==> config.mk <==
export PLATFORM = sky130hd
export DESIGN_NAME = msic_cmp
export DESIGN_NICKNAME = d
export VERILOG_FILES = /design/src/hw/rtl/msic_pkg.sv /design/src/hw/rtl/msic_cmp.sv
export SDC_FILE = /design/constraint.sdc
export NUM_CORES = 1
export LEC_CHECK = 0
export BUFFER_PORTS_ARGS = -buffer_cell sky130_fd_sc_hd__buf_2
export CORE_UTILIZATION = 35
export DETAILED_ROUTE_END_ITERATION = 8
export GPL_ROUTABILITY_DRIVEN = 0
export GPL_TIMING_DRIVEN = 0
export PLACE_DENSITY = 0.73
export SLEW_MARGIN = 15
export SYNTH_ARGS = -nofsm -noshare
export SYNTH_HDL_FRONTEND = slang
export SYNTH_SLANG_ARGS = --single-unit
==> constraint.sdc <==
create_clock -name vclk -period 1.9
set_input_delay 0.095 -clock vclk [all_inputs]
set_output_delay 0.095 -clock vclk [all_outputs]
set_load 0.05 [all_outputs]
==> src/hw/rtl/msic_pkg.sv <==
// Shared types and constants for the merge sort inversion counter.
// No dependencies; imported by every module of the block.
package msic_pkg;

    localparam int MAX_ITEMS = 64;
    localparam int DATA_W    = 32;
    localparam int ADDR_W    = $clog2(MAX_ITEMS);
    localparam int CNT_W     = ADDR_W + 1;
    localparam int SPAN_W    = CNT_W + 1;
    localparam int INV_W     = 11;

    typedef logic [DATA_W-1:0] t_data;
    typedef logic [ADDR_W-1:0] t_addr;
    typedef logic [CNT_W-1:0]  t_cnt;
    typedef logic [SPAN_W-1:0] t_span;
    typedef logic [INV_W-1:0]  t_inv;

    typedef struct packed {
        t_data head_p;
        t_data head_q;
        t_cnt  p;
        t_cnt  q;
        t_cnt  mid;
        t_cnt  hi;
    } t_cmp_req;

    typedef struct packed {
        logic take_p;
        t_cnt inv_inc;
    } t_cmp_rsp;

endpackage

==> src/hw/rtl/msic_cmp.sv <==
// Shared merge step unit: picks the next head and counts the inversions it implies.
// Depends on msic_pkg for the request and response structs.
module msic_cmp import msic_pkg::*; (
    input  t_cmp_req i_req,
    output t_cmp_rsp o_rsp
);

    logic p_live;
    logic q_live;
    logic p_greater;

    assign p_live    = i_req.p < i_req.mid;
    assign q_live    = i_req.q < i_req.hi;
    assign p_greater = $signed(i_req.head_p) > $signed(i_req.head_q);

    assign o_rsp.take_p  = !q_live || (p_live && !p_greater);
    assign o_rsp.inv_inc = o_rsp.take_p ? '0 : (i_req.mid - i_req.p);

endmodule

; ---- Yosys cells after proc, flatten, opt, wreduce, memory -nomap -nowiden
; Index checks and enable logic that the tools add are counted.
; Widths: inputs -> output; s select.
[word_totals]
ff_bits = 0
elab_cells = 9
[op_classes]
order_cmp = 3
mux = 1
add_sub_neg = 1
n_reduce_logical = 4
[op_table]
columns = cell, count
row1 = $gt 32x32->1, 1
row2 = $lt 7x7->1, 2
row3 = $mux 7, 1
row4 = $sub 7x7->7, 1
row5 = $logic_not 1->1, 2
row6 = $logic_and 1x1->1, 1
row7 = $logic_or 1x1->1, 1

; ---- Logic depth before layout (Yosys ltp)
[depth]
ltp_word = 5
mapped_depth = 10

; ---- Least setup slack after synthesis
; Ideal clock, no wire load.
[synth_path]
path_type = input -> output
from = input port i_req[7] (netlist bit)
to = output port o_rsp[6] (netlist bit)
required_time_ns = 1.805
path_stages = 10
t_arrival_ns = 3.077
n_path_buf = 0
setup_slack_ns = -1.272
path_cell_list = inv_1 -> ha_1 -> inv_1 -> fa_1 -> a21o_1 -> a21oi_1 -> o21bai_1 -> a21oi_1 -> xnor2_1 -> nor4b_1
[synth_lines]
columns = element, line_no
row1 = "start, declared", msic_cmp.sv:4  ; input t_cmp_req i_req,
row2 = "end, declared", msic_cmp.sv:5  ; output t_cmp_rsp o_rsp

==> summary.md <==
| Metric | Value |
|---|---|
| Critical path type | `primary input to output pin` |
| Critical path endpoint category | `output pin` |
| Area taken by flip-flops and latches | `0 µm²` |
| Worst path bufs/invs | `4` |
| Cells along the critical path | `buf_6 > inv_4 > ha_4 > nand4_1 > nor4_2 > o21ai_1 > a31oi_2 > nor4b_4 > buf_6 > nor4b_4 > buf_6` |
| Post-Syn Area | `1400 µm²` |
| Final total power | `0.885 mW` |
| IO Count | `100` |
| PwrDens | `324 nW/µm²` |
| Hold WC Path Type | `primary input to output pin` |
| Area taken by multi-input logic gates | `1710 µm²` |
| Area contributors post-synth | `ha_1 40%, inv_1 13%, a21oi_1 5.4%, nand4_1 3.1%, nand2_1 2.9%` |
| Crit Path Max Fanout | `3` |
| Placed Cells | `335` |
| Maxcap violations | `0` |
| Status | `complete, but fails checks` |
| Count leader, synth | `inv_1` |
| Die Y | `65.3 µm` |
| Total Routing Usage GR | `18.7%` |
| Final WS setup | `-192 ps` |
| Pre-antenna DRT Iters | `4` |
| Final Non-Filler Cells | `354` |
| ANT cells | `0` |
| Post-DP HPWL | `3260 µm` |
| Maximum VDD drop | `0.226 mV` |
| Layout net count | `446` |
| Die Wd | `65.3 µm` |
| Synth unique cells | `36` |
| CP Capture Point | `o_rsp[1]` |
| Initial antenna violation count | `0` |
| Total grt overflow | `0` |
| Routed wire length | `4110 µm` |
| Cell count along the critical path | `11` |
| Final count of hold timing violations | `0` |
| Slowest-stage cell, CP | `nor4_2` |
| Fmax | `478 MHz` |
| Clk_buf instances | `0` |
| Synth cell count leaders | `48 x inv_1, 45 x ha_1, 15 x a21oi_1, 11 x nand2_1, 7 x nand4_1` |
| DR WL/cell | `11.6 µm` |
| Vias in the first global route | `1,627` |
| Cell row count | `22` |
| Failing checks | `negative setup slack` |
| Share of cells above drive strength 1 | `63.4%` |
| Synth Net Count | `325` |
| FF+latch count | `0` |
| Delay-heaviest family, CP | `simple AND/OR/NAND/NOR gates` |
| Vias | `1,697` |
| Max-slew violations | `0` |
| Worst setup SP type | `primary input` |
| Largest net degree at the start of global routing | `9` |
| First-pass GRT wire length | `6520 µm` |
| Syn avg cell area | `7.49 µm²` |
| DIE AREA | `4260 µm²` |
| Req. time, crit path | `1800 ps` |
| Critical path arrival | `2000 ps` |
| Final critical-path required period | `2090 ps` |
| Cell taking the most area after synthesis | `ha_1` |
| Pleak | `1.39 nW` |
| Post-synthesis sequential area ratio | `0%` |
| Worst Setup SP | `i_req[38]` |
| Syn Inst Count | `187` |
| Core area | `3740 µm²` |
| DR DRC count | `0` |
| Filler Cell Count | `288` |
| Initial Utilization | `37.4%` |
| Max-slew headroom | `78.1%` |
| Final Setup Violations | `8` |
| Cell mode on critical path | `buf_6` |
| Initial DRC count | `22` |
| Worst stage delay on the critical path | `320 ps` |
| Synth-to-Final Area Change | `95.1%` |
| Via/cell ratio | `4.79` |
| Period utilization | `110%` |
| Post-synth top area share | `40.2%` |
| Worst Tran Pin Value | `326 ps` |
| RSZ-0062 raised after global routing | `true` |
| DRT antenna net count | `0` |
| YS warnings | `0` |
| Fin Setup TNS | `-1260 ps` |
| IO buf count | `100` |
[metrics by stage]
step / hold WS [ps] / setup slack (ps) / util [%] / instance area (µm²)
after global routing: 652 / -336 / 73.0 / 2730
after CTS: 665 / -223 / 71.3 / 2670
after global placement: 716 / -646 / 63.5 / 2380
final: 630 / -192 / 73.0 / 2730
after detailed placement: 723 / -645 / 63.5 / 2380
after floorplan: 456 / -201 / - / 1820
[worst min-delay path: cells and delay by family]
| family | cells | cell delay (ps) |
|---|---|---|
| adder cells (fa/ha/maj) | 1 | 150 |
| buffers and inverters | 2 | 250 |
| AND/OR/NAND/NOR | 1 | 50 |
[worst min-delay path by stage]
stage	start	endpoint	slack, ps	depth (start not counted)
6_report	i_req[21]	o_rsp[0]	630	4
5_1_grt	i_req[21]	o_rsp[0]	650	4
4_1_cts	i_req[21]	o_rsp[0]	670	4
3_5_place_dp	i_req[21]	o_rsp[0]	720	4
3_3_place_gp	i_req[21]	o_rsp[0]	720	4
2_1_floorplan	i_req[21]	o_rsp[0]	460	2
[power breakdown]
part / leakage (nW) / internal, mW / switching (mW)
clock network: 0 / 0 / 0
logic: 1.39 / 0.438 / 0.447
registers: 0 / 0 / 0
[routing by layer]
layer	global-route usage (%)	part of all wire, %	vias up
met4	0.543	0	0
met1	22.3	39	750
li1	-	-	891
met3	1.74	6.8	0
met5	0	0	-
met2	37.0	54	56
[timing repair]
item | 4_1_cts | 5_1_grt
pin swaps | 23 | 16
setup buffers | 15 | 5
endpoints found under the setup margin | 8 | 8
hold buffers | 0 | 0
gates resized for setup | 40 | 5
[area by class of cell]
| type | instances | area share, % |
|---|---|---|
| inverter | 48 | 7.23 |
| multi-input combinational | 139 | 62.6 |
| timing repair buffer | 119 | 28.0 |
| tap | 48 | 2.20 |
[kinds of logic (layout without fill, tap and decap cells)]
family | after synthesis | in the layout | synth area share, %
AOI/OAI and AO/OA | 43 | 43 | 22.9
buffers and inverters | 48 | 167 | 12.9
adders and majority gates | 46 | 46 | 41.6
and+or+nand+nor | 45 | 45 | 19.5
xor gates and xnor gates | 5 | 5 | 3.12
[placed cells by master (no fill, tap or decap), types with 2 or more instances in the layout]
cell       n
a21o_1     5
a21oi_1   10
a21oi_2    6
buf_2     83
buf_4     16
buf_6     19
ha_1      22
ha_4      22
inv_1     29
inv_2     14
inv_4      4
nand2_1   10
nand2b_1   3
nand4_1    7
nor2_1     4
nor2_2     2
nor4_4     5
nor4b_4    4
o21a_1     4
o21ai_0    4
o21ai_1    3
xnor2_1    4
No activity file was read; power rests on OpenSTA's default activity.
